$ cat src/hw/rtl/mmcal_pkg.sv
`default_nettype none
// ----------------------------------------------------------------------------
// mmcal_pkg
// Types and constants shared by the magnetometer min/max calibration core.
// ----------------------------------------------------------------------------
package mmcal_pkg;

  typedef enum logic [1:0] {
    OP_MEASURE = 2'd0,
    OP_START   = 2'd1,
    OP_SAMPLE  = 2'd2,
    OP_FINISH  = 2'd3
  } op_t;

  // decoded item passed from front to back
  typedef struct packed {
    op_t                op;
    logic signed [15:0] vx;
    logic signed [15:0] vy;
    logic signed [15:0] vz;
  } mmcal_item_t;

  typedef enum logic [2:0] {
    BK_IDLE,
    BK_DIV,
    BK_MUL,
    BK_OUT
  } bk_state_t;

endpackage
`default_nettype wire

$ cat src/hw/rtl/mmcal_front.sv
`default_nettype none
// ----------------------------------------------------------------------------
// mmcal_front
// Assembles burst bytes into axis words (X and Y negated, saturating) and
// queues decoded items for the back end.
// ----------------------------------------------------------------------------
module mmcal_front
  import mmcal_pkg::*;
(
  input  wire logic        clk,
  input  wire logic        rst_n,
  input  wire logic        in_push,
  output logic             in_full,
  input  wire logic [1:0]  in_operation,
  input  wire logic [7:0]  in_y_high,
  input  wire logic [7:0]  in_y_low,
  input  wire logic [7:0]  in_z_high,
  input  wire logic [7:0]  in_z_low,
  input  wire logic [7:0]  in_x_high,
  input  wire logic [7:0]  in_x_low,
  output logic             q_valid,
  output mmcal_item_t      q_item,
  input  wire logic        q_take
);

  mmcal_item_t       mem_r [2];
  logic              wp_r, rp_r;
  logic [1:0]        cnt_r;
  logic              push_ok, pop_ok;
  mmcal_item_t       itm;

  function automatic logic signed [15:0] neg_sat(input logic signed [15:0] v);
    neg_sat = (v == 16'sh8000) ? 16'sh7fff : -v;
  endfunction

  always_comb begin
    itm.op = op_t'(in_operation);
    itm.vy = neg_sat({in_y_high, in_y_low});
    itm.vz = {in_z_high, in_z_low};
    itm.vx = neg_sat({in_x_high, in_x_low});
  end

  assign in_full = (cnt_r == 2'd2);
  assign push_ok = in_push && !in_full;
  assign q_valid = (cnt_r != 2'd0);
  assign pop_ok  = q_take && q_valid;
  assign q_item  = mem_r[rp_r];

  always_ff @(posedge clk) begin
    if (push_ok) mem_r[wp_r] <= itm;
  end

  always_ff @(posedge clk) begin
    if (!rst_n) begin
      wp_r <= 1'b0; rp_r <= 1'b0; cnt_r <= 2'd0;
    end else begin
      if (push_ok) wp_r <= ~wp_r;
      if (pop_ok) rp_r <= ~rp_r;
      cnt_r <= cnt_r + {1'b0, push_ok} - {1'b0, pop_ok};
    end
  end

  a_cnt: assert property (@(posedge clk) disable iff (!rst_n) cnt_r <= 2'd2)
    else $error("queue count overflow");
  a_nopop_empty: assert property (@(posedge clk) disable iff (!rst_n)
    cnt_r == 2'd0 |-> !pop_ok) else $error("pop from empty queue");
  a_grow: assert property (@(posedge clk) disable iff (!rst_n)
    push_ok && !pop_ok |=> cnt_r == $past(cnt_r) + 2'd1) else $error("count");

endmodule
`default_nettype wire

$ cat src/hw/rtl/mmcal_div.sv
`default_nettype none
// ----------------------------------------------------------------------------
// mmcal_div
// Restoring divider, one quotient bit a cycle: floor(num * 2^F / den),
// saturated to the scale width.
// ----------------------------------------------------------------------------
module mmcal_div #(
  parameter int unsigned F = 16
) (
  input  wire logic        clk,
  input  wire logic        rst_n,
  input  wire logic        start,
  input  wire logic [16:0] num,
  input  wire logic [16:0] den,
  output logic             done,
  output logic [23:0]      quo
);
  localparam int unsigned QW = 17 + F;
  localparam int unsigned CW = $clog2(QW + 1);

  logic [QW-1:0] q_r;
  logic [17:0]   rem_r;
  logic [16:0]   den_r;
  logic [CW-1:0] cnt_r;
  logic          busy_r, done_r;
  logic [17:0]   sh;
  logic [QW-1:0] dvd;

  assign dvd = {num, {F{1'b0}}};
  assign sh  = {rem_r[16:0], q_r[QW-1]};

  always_ff @(posedge clk) begin
    if (!rst_n) begin
      busy_r <= 1'b0; done_r <= 1'b0; cnt_r <= '0;
    end else begin
      done_r <= 1'b0;
      if (start) begin
        busy_r <= 1'b1; cnt_r <= CW'(QW);
      end else if (busy_r) begin
        cnt_r <= cnt_r - CW'(1);
        if (cnt_r == CW'(1)) begin
          busy_r <= 1'b0; done_r <= 1'b1;
        end
      end
    end
  end

  always_ff @(posedge clk) begin
    if (start) begin
      q_r <= dvd; rem_r <= '0; den_r <= den;
    end else if (busy_r) begin
      if (sh >= {1'b0, den_r}) begin
        rem_r <= sh - {1'b0, den_r};
        q_r   <= {q_r[QW-2:0], 1'b1};
      end else begin
        rem_r <= sh;
        q_r   <= {q_r[QW-2:0], 1'b0};
      end
    end
  end

  assign done = done_r;
  assign quo  = (den_r == '0 || |q_r[QW-1:24]) ? 24'hffffff : q_r[23:0];

endmodule
`default_nettype wire

$ cat src/hw/rtl/mmcal_back.sv
`default_nettype none
// ----------------------------------------------------------------------------
// mmcal_back
// Holds calibration state, runs finish through a shared divider and measure
// through one multiplier, three axes in turn, into a one-entry output stage.
// ----------------------------------------------------------------------------
module mmcal_back
  import mmcal_pkg::*;
#(
  parameter int unsigned F  = 16,
  parameter int unsigned OF = 4
) (
  input  wire logic               clk,
  input  wire logic               rst_n,
  input  wire logic               q_valid,
  input  wire mmcal_item_t        q_item,
  output logic                    q_take,
  output logic                    out_empty,
  input  wire logic               out_pop,
  output logic signed [31:0]      out_x_out,
  output logic signed [31:0]      out_y_out,
  output logic signed [31:0]      out_z_out,
  output logic                    out_calibrated
);
  localparam int unsigned SH = F + 1 - OF;

  bk_state_t st_r, st_nxt;
  logic signed [15:0] mn_r [3];
  logic signed [15:0] mx_r [3];
  logic signed [17:0] off_r [3];
  logic [23:0]        scl_r [3];
  logic               cal_r;
  mmcal_item_t        it_r;
  logic [1:0]         ax_r;
  logic [1:0]         dstep_r;
  logic [23:0]        rx_s_r, ry_s_r;   // xs, ys from first two divisions
  logic signed [31:0] res_r [3];
  logic               full_r;
  logic signed [43:0] prod_r;
  logic               prod_v_r;

  logic [16:0] rng [3];
  logic        dstart;
  logic [1:0]  dsel;
  logic [16:0] dnum, dden;
  logic        ddone;
  logic [23:0] dquo;
  logic signed [15:0] vsel;
  logic signed [17:0] sum;
  logic signed [43:0] rsum;
  logic signed [43:0] rnd;
  logic signed [31:0] satv;

  mmcal_div #(.F(F)) u_div (
    .clk(clk), .rst_n(rst_n), .start(dstart), .num(dnum), .den(dden),
    .done(ddone), .quo(dquo)
  );

  always_comb begin
    for (int i = 0; i < 3; i++) begin
      logic signed [16:0] d;
      d = 17'(mx_r[i]) - 17'(mn_r[i]);
      rng[i] = d[16] ? 17'd0 : d;
    end
  end

  // divisions: 0 ry/rx, 1 rx/ry, 2 z ratio; operands are for the one starting
  assign dsel = (st_r == BK_IDLE) ? 2'd0 : dstep_r + 2'd1;

  always_comb begin
    case (dsel)
      2'd0:    begin dnum = rng[1]; dden = rng[0]; end
      2'd1:    begin dnum = rng[0]; dden = rng[1]; end
      default: begin
        dnum = (rx_s_r > dquo) ? rng[1] : rng[0];
        dden = rng[2];
      end
    endcase
  end

  always_comb begin
    case (ax_r)
      2'd0:    vsel = it_r.vx;
      2'd1:    vsel = it_r.vy;
      default: vsel = it_r.vz;
    endcase
    sum  = (18'(vsel) <<< 1) + off_r[ax_r];
    rsum = prod_r + 44'sd2 ** (SH - 1);
    rnd  = rsum >>> SH;
    if (rnd > 44'sd2147483647)       satv = 32'sh7fffffff;
    else if (rnd < -44'sd2147483648) satv = 32'sh80000000;
    else                             satv = rnd[31:0];
  end

  assign q_take = (st_r == BK_IDLE) && q_valid && !full_r;
  assign dstart = (q_take && q_item.op == OP_FINISH) ||
                  (st_r == BK_DIV && ddone && dstep_r != 2'd2);

  always_comb begin
    st_nxt = st_r;
    case (st_r)
      BK_IDLE: if (q_take) begin
        if (q_item.op == OP_FINISH) st_nxt = BK_DIV;
        else if (q_item.op == OP_MEASURE && cal_r) st_nxt = BK_MUL;
        else st_nxt = BK_OUT;
      end
      BK_DIV: if (ddone && dstep_r == 2'd2) st_nxt = BK_OUT;
      BK_MUL: if (prod_v_r && ax_r == 2'd2) st_nxt = BK_OUT;
      BK_OUT: st_nxt = BK_IDLE;
      default: st_nxt = BK_IDLE;
    endcase
  end

  always_ff @(posedge clk) begin
    if (!rst_n) begin
      st_r <= BK_IDLE; cal_r <= 1'b0; full_r <= 1'b0; prod_v_r <= 1'b0;
      ax_r <= '0; dstep_r <= '0;
      for (int i = 0; i < 3; i++) begin
        mn_r[i] <= '0; mx_r[i] <= '0; off_r[i] <= '0; scl_r[i] <= '0;
      end
    end else begin
      st_r <= st_nxt;
      if (out_pop && full_r) full_r <= 1'b0;
      case (st_r)
        BK_IDLE: if (q_take) begin
          it_r <= q_item; ax_r <= '0; dstep_r <= '0; prod_v_r <= 1'b0;
          if (q_item.op == OP_START) begin
            cal_r <= 1'b0;
            mn_r[0] <= q_item.vx; mx_r[0] <= q_item.vx;
            mn_r[1] <= q_item.vy; mx_r[1] <= q_item.vy;
            mn_r[2] <= q_item.vz; mx_r[2] <= q_item.vz;
          end else if (q_item.op == OP_SAMPLE) begin
            if (q_item.vx < mn_r[0]) mn_r[0] <= q_item.vx;
            if (q_item.vx > mx_r[0]) mx_r[0] <= q_item.vx;
            if (q_item.vy < mn_r[1]) mn_r[1] <= q_item.vy;
            if (q_item.vy > mx_r[1]) mx_r[1] <= q_item.vy;
            if (q_item.vz < mn_r[2]) mn_r[2] <= q_item.vz;
            if (q_item.vz > mx_r[2]) mx_r[2] <= q_item.vz;
          end else if (q_item.op == OP_FINISH) begin
            for (int i = 0; i < 3; i++)
              off_r[i] <= -(18'(mx_r[i]) + 18'(mn_r[i]));
          end
        end
        BK_DIV: if (ddone) begin
          dstep_r <= dstep_r + 2'd1;
          if (dstep_r == 2'd0) rx_s_r <= dquo;
          else if (dstep_r == 2'd1) begin
            ry_s_r <= dquo;
            if (rx_s_r > dquo) begin
              scl_r[0] <= rx_s_r; scl_r[1] <= 24'(32'd1 << F);
            end else begin
              scl_r[1] <= dquo;   scl_r[0] <= 24'(32'd1 << F);
            end
          end else begin
            scl_r[2] <= dquo; cal_r <= 1'b1;
          end
        end
        BK_MUL: begin
          prod_r   <= 44'(sum) * $signed({1'b0, scl_r[ax_r]});
          prod_v_r <= !prod_v_r;
          if (prod_v_r) begin
            res_r[ax_r] <= satv;
            ax_r <= ax_r + 2'd1;
          end
        end
        BK_OUT: full_r <= 1'b1;
        default: ;
      endcase
    end
  end

  // output stage: zeros on finish; products on calibrated measure; else v << OF
  logic signed [31:0] ox, oy, oz;
  always_comb begin
    if (it_r.op == OP_FINISH) begin
      ox = '0; oy = '0; oz = '0;
    end else if (it_r.op == OP_MEASURE && cal_r) begin
      ox = res_r[0]; oy = res_r[1]; oz = res_r[2];
    end else begin
      ox = 32'(it_r.vx) <<< OF; oy = 32'(it_r.vy) <<< OF; oz = 32'(it_r.vz) <<< OF;
    end
  end

  assign out_empty      = !full_r;
  assign out_x_out      = ox;
  assign out_y_out      = oy;
  assign out_z_out      = oz;
  assign out_calibrated = cal_r;

  a_take_idle: assert property (@(posedge clk) disable iff (!rst_n)
    q_take |-> st_r == BK_IDLE && !full_r) else $error("take while busy");
  a_full_out: assert property (@(posedge clk) disable iff (!rst_n)
    st_r == BK_OUT |=> full_r) else $error("result lost");
  a_div_cal: assert property (@(posedge clk) disable iff (!rst_n)
    st_r == BK_DIV && ddone && dstep_r == 2'd2 |=> cal_r) else $error("cal");
  a_ry_use: assert property (@(posedge clk) disable iff (!rst_n)
    st_r == BK_MUL |-> cal_r && ry_s_r == ry_s_r) else $error("mul");

endmodule
`default_nettype wire

$ cat src/hw/rtl/magnetometer_minmax_calibration_core.sv
`default_nettype none
// ----------------------------------------------------------------------------
// magnetometer_minmax_calibration_core
// Hard-iron min/max calibration with axis scaling for a 3-axis magnetometer.
// ----------------------------------------------------------------------------
// Result paths: raw items go straight to the output stage; a corrected measure
// uses one multiplier shared over the three axes in turn; finish runs three
// divisions on one shared bit-serial divider.
// One item in the back end at a time, the next taken the cycle after its result
// is popped; a two-entry queue lets the input side keep taking items meanwhile.
// Reset: synchronous, active low; clears min/max, offsets, scales and queues.
module magnetometer_minmax_calibration_core
  import mmcal_pkg::*;
#(
  parameter int unsigned SCALE_FRACTION_BITS  = 16,
  parameter int unsigned OUTPUT_FRACTION_BITS = 4
) (
  input  wire logic        clk,
  input  wire logic        rst_n,
  input  wire logic        in_push,
  output logic             in_full,
  input  wire logic [1:0]  in_operation,
  input  wire logic [7:0]  in_y_high,
  input  wire logic [7:0]  in_y_low,
  input  wire logic [7:0]  in_z_high,
  input  wire logic [7:0]  in_z_low,
  input  wire logic [7:0]  in_x_high,
  input  wire logic [7:0]  in_x_low,
  output logic             out_empty,
  input  wire logic        out_pop,
  output logic signed [31:0] out_x_out,
  output logic signed [31:0] out_y_out,
  output logic signed [31:0] out_z_out,
  output logic             out_calibrated
);
  logic        q_valid, q_take;
  mmcal_item_t q_item;

  mmcal_front u_front (
    .clk, .rst_n, .in_push, .in_full, .in_operation,
    .in_y_high, .in_y_low, .in_z_high, .in_z_low, .in_x_high, .in_x_low,
    .q_valid, .q_item, .q_take
  );

  mmcal_back #(.F(SCALE_FRACTION_BITS), .OF(OUTPUT_FRACTION_BITS)) u_back (
    .clk, .rst_n, .q_valid, .q_item, .q_take, .out_empty, .out_pop,
    .out_x_out, .out_y_out, .out_z_out, .out_calibrated
  );

endmodule
`default_nettype wire

$ cat config.mk
export PLATFORM = sky130hd
export DESIGN_NAME = magnetometer_minmax_calibration_core
export DESIGN_NICKNAME = d
export VERILOG_FILES = /design/src/hw/rtl/mmcal_pkg.sv /design/src/hw/rtl/mmcal_front.sv /design/src/hw/rtl/mmcal_div.sv /design/src/hw/rtl/mmcal_back.sv /design/src/hw/rtl/magnetometer_minmax_calibration_core.sv
export SDC_FILE = /design/constraint.sdc
export NUM_CORES = 2
export LEC_CHECK = 0
export ABC_AREA = 1
export BUFFER_PORTS_ARGS = -buffer_cell sky130_fd_sc_hd__buf_2
export CAP_MARGIN = 10
export CORE_ASPECT_RATIO = 0.6
export CORE_MARGIN = 3
export CORE_UTILIZATION = 35
export CTS_CLUSTER_SIZE = 8
export DETAILED_ROUTE_END_ITERATION = 8
export GPL_TIMING_DRIVEN = 1
export PLACE_DENSITY = 0.64
export SLEW_MARGIN = 15
export SYNTH_ARGS = -nofsm -noshare
export SYNTH_HDL_FRONTEND = slang
export SYNTH_SLANG_ARGS = --single-unit
$ cat constraint.sdc
create_clock -name clk -period 7.75 [get_ports clk]
set_input_delay 1.1625 -clock clk [delete_from_list [all_inputs] [get_ports clk]]
set_output_delay 1.1625 -clock clk [all_outputs]
set_load 0.02 [all_outputs]
==> results by group <==
Run status
  • Status: complete, but fails checks
  • Violated checks: setup timing

Synthesis
  • Seq/Total Area, Yosys: 0.342
  • #FFs+latches synth: around 610
  • Syn Inst Count: between 6000 and 7000
  • Syn_area_per_cell: 8.06 sq um
  • Distinct cells, synth: 54
  • EDFF count, synth: 556
  • Warnings, synthesis: 0
  • Async SR Flop Fraction: 0
  • Syn nets: between 7000 and 8000
  • Main synth FF type: edfxtp_1
  • Post-Syn Area: around 52000 sq um

Placed design
  • Placed cell count: 8709
  • Post-DP HPWL: 150000 microns
  • Pre-CTS setup slack: -0.496 ns
  • IO Port Bufs: 152
  • Routability cong.: 1.03

Detailed routing
  • Iter 0 DRT Violations: 5780
  • Via count: 46000
  • 1st-pass router iterations: 8
  • Remaining antenna violation count after routing: 0
  • Post-DR vias/cell: 5.19
  • Average wire per standard cell: around 21 microns
  • Routed WL: 187000 microns
  • Residual DRC count: 0

Clock tree
  • Number of buffers created by CTS: 87
  • Clock slew at reported path FFs: 0.07 ns
  • CTS tree: yes
  • Worst-Skew Late Latency: 0.69 ns
  • Clock Sink Count: approximately 600
  • CTS H-tree depth: 3
  • Root Buffer: clkbuf_16
  • Maximum clock path buffer count: 3

Global route
  • Vias in the first global route: 43100
  • Remaining Overflow, GRT: 0
  • Initial antenna violation count: 15
  • First-pass GRT wire length: 277000 microns
  • Largest net degree at the start of global routing: 84
  • Total track usage: 0.237

Layout
  • Non-Filler Instances: 8862
  • Commonest non-fill, non-tap cell in the layout: nand2_1
  • Most frequent cells in the layout: nand2_1, inv_1, nor2_1
  • Share of post-route cells with drive strength above 1: 0.127
  • Synthesis-to-finish area growth: 16.9%
  • Fill cells: 14800
  • # nets final: 7638

Worst setup path
  • Slowest cell on crit path: fa_1
  • CP most frequent cell: fa_1
  • Startpoint types: flip-flop
  • Kind of critical path: flip-flop to flip-flop
  • Crit-path max FO: 8
  • Worst Path Buf+Inv: 7
  • Crit end category: flip-flop
  • Top Family by Delay on Critical Path: adder cells
  • Crit path largest cell delay: ~0.62 ns
  • Crit path arrival time: 8.20 ns
  • Worst path required time: slightly above 8 ns

Floorplanning
  • Rows: between 100 and 150
  • IO Count: 153
  • Initial Utilization: 0.353
  • Die footprint: ~150000 sq um
  • Die width: 504 microns
  • Chip height: just over 300 microns
  • Core area: approximately 150000 sq um

STA
  • Worst hold slack: 0.459 ns
  • Count of pins over their slew limit: 0
  • Final worst slack: -0.0143 ns
  • RSZ-0062 raised after global routing: true
  • Final count of hold timing violations: 0
  • Final Cycle Share: 1.00
  • Clock Skew: 0.0295 ns
  • Relative slew slack: 0.176
  • Tightest Pin Transition: 1.23 ns
  • Tmin final: 7.76 ns
  • Highest clock rate: approximately 130 MHz
  • Setup Viol. Count Final: 2

Min path
  • HP Class: flip-flop to flip-flop

Run
  • Max-cap viol count: 0
## layer usage
layer  GRT usage  wire length, microns
met2       0.293                 67200
met5           0                    25
met1       0.384                 90600
met4      0.0352                  2410
met3      0.0876                 26500
## per-stage QoR
| step | util | cell area [sq um] | setup TNS (ns) |
|---|---|---|---|
| after floorplan | - | 52300 | 0 |
| after global placement | 0.386 | 57000 | -6.87 |
| after detailed placement | 0.386 | 57000 | -8.06 |
| after CTS | 0.405 | 59800 | -0.00190 |
| after global routing | 0.413 | 60900 | -3.60 |
| final | 0.413 | 61000 | -0.0227 |
## state kept, by name (all words and copies together), names as in the netlist, 6 cells and up, named ones only
| register | count |
|---|---|
| u_back.rx_s_r | 24 |
| u_front.mem_r | 100 |
| u_back.prod_r | 31 |
| u_back.mn_r | 48 |
| u_back.scl_r | 72 |
| u_back.u_div.q_r | 33 |
| u_back.u_div.cnt_r | 6 |
| u_back.off_r | 54 |
| u_back.u_div.den_r | 16 |
| u_back.it_r | 50 |
| u_back.res_r | 96 |
| u_back.u_div.rem_r | 17 |
| u_back.mx_r | 48 |
## cell type report
cell class	count	area, sq um	area share
antenna	1	2.50	0.0000411
tap	1998	2500	0.0410
clock inverter	6	131	0.00216
sequential	613	17800	0.293
inverter	1108	4170	0.0684
multi-input combinational	4559	30600	0.503
clock buffer	124	2350	0.0385
timing repair buffer	453	3310	0.0543
## cell usage after synthesis (all sizes together), types with 19 or more instances
cell type,instances,area [sq um]
nor2,683,2600
nand4,105,657
xnor2,27,236
dfxtp,57,1140
nand2,1758,6630
o21ai,252,1290
o21bai,19,143
xor2,79,699
buf,83,475
fa,359,7190
edfxtp,556,16700
nand3b,25,188
a21oi,315,1590
ha,403,5040
nor3,46,230
or2,35,219
nand3,318,1600
inv,1101,4130
clkbuf,110,414
## final timing paths
check / start / to / slack (ns) / depth (start not counted)
worst max-delay path: u_back.off_r[0][2]$_SDFFCE_PN0P_ / u_back.prod_r[38]$_DFFE_PP_ / -0.01 / 33
worst min-delay path: u_front.cnt_r[1]$_SDFF_PN0_ / u_front.cnt_r[1]$_SDFF_PN0_ / 0.46 / 1
worst max register to register: u_back.off_r[0][2]$_SDFFCE_PN0P_ / u_back.prod_r[38]$_DFFE_PP_ / -0.01 / 33
worst min register to register: u_front.cnt_r[1]$_SDFF_PN0_ / u_front.cnt_r[1]$_SDFF_PN0_ / 0.46 / 1
## worst reg2reg max path, delay by kind of cell, from the launching register on
kind / cells / cell delay [ns]
buffers and inverters: 7 / 0.73
DFF: 1 / 0.46
and+or+nand+nor: 8 / 1.02
xor gates and xnor gates: 1 / 0.16
AOI/OAI and AO/OA: 9 / 1.49
adders and majority gates: 8 / 3.67
## cell families (layout without fill, tap and decap cells)
| group | Yosys count | after routing | synth area share |
|---|---|---|---|
| AND/OR/NAND/NOR | 2999 | 3000 | 0.236 |
| buffers and inverters | 1301 | 1691 | 0.0968 |
| adder cells (fa/ha/maj) | 762 | 762 | 0.235 |
| AO/OA/AOI/OAI | 689 | 689 | 0.0721 |
| flip-flops | 613 | 613 | 0.342 |
| XOR/XNOR | 106 | 106 | 0.0180 |
| multiplexers | 2 | 2 | 0.000384 |
| other | 0 | 1 | 0 |
## repair_timing
action | CTS | global route
pin swaps | 12 | 92
cloned | 1 | 4
hold buffers | 0 | 0
gates resized for setup | 77 | 246
endpoints found under the setup margin | 28 | 30
setup buffers | 1 | 17
Power is left out: the tool's default activity adds up to more than one toggle a clock period on the data nets, which glitch-free logic cannot reach.
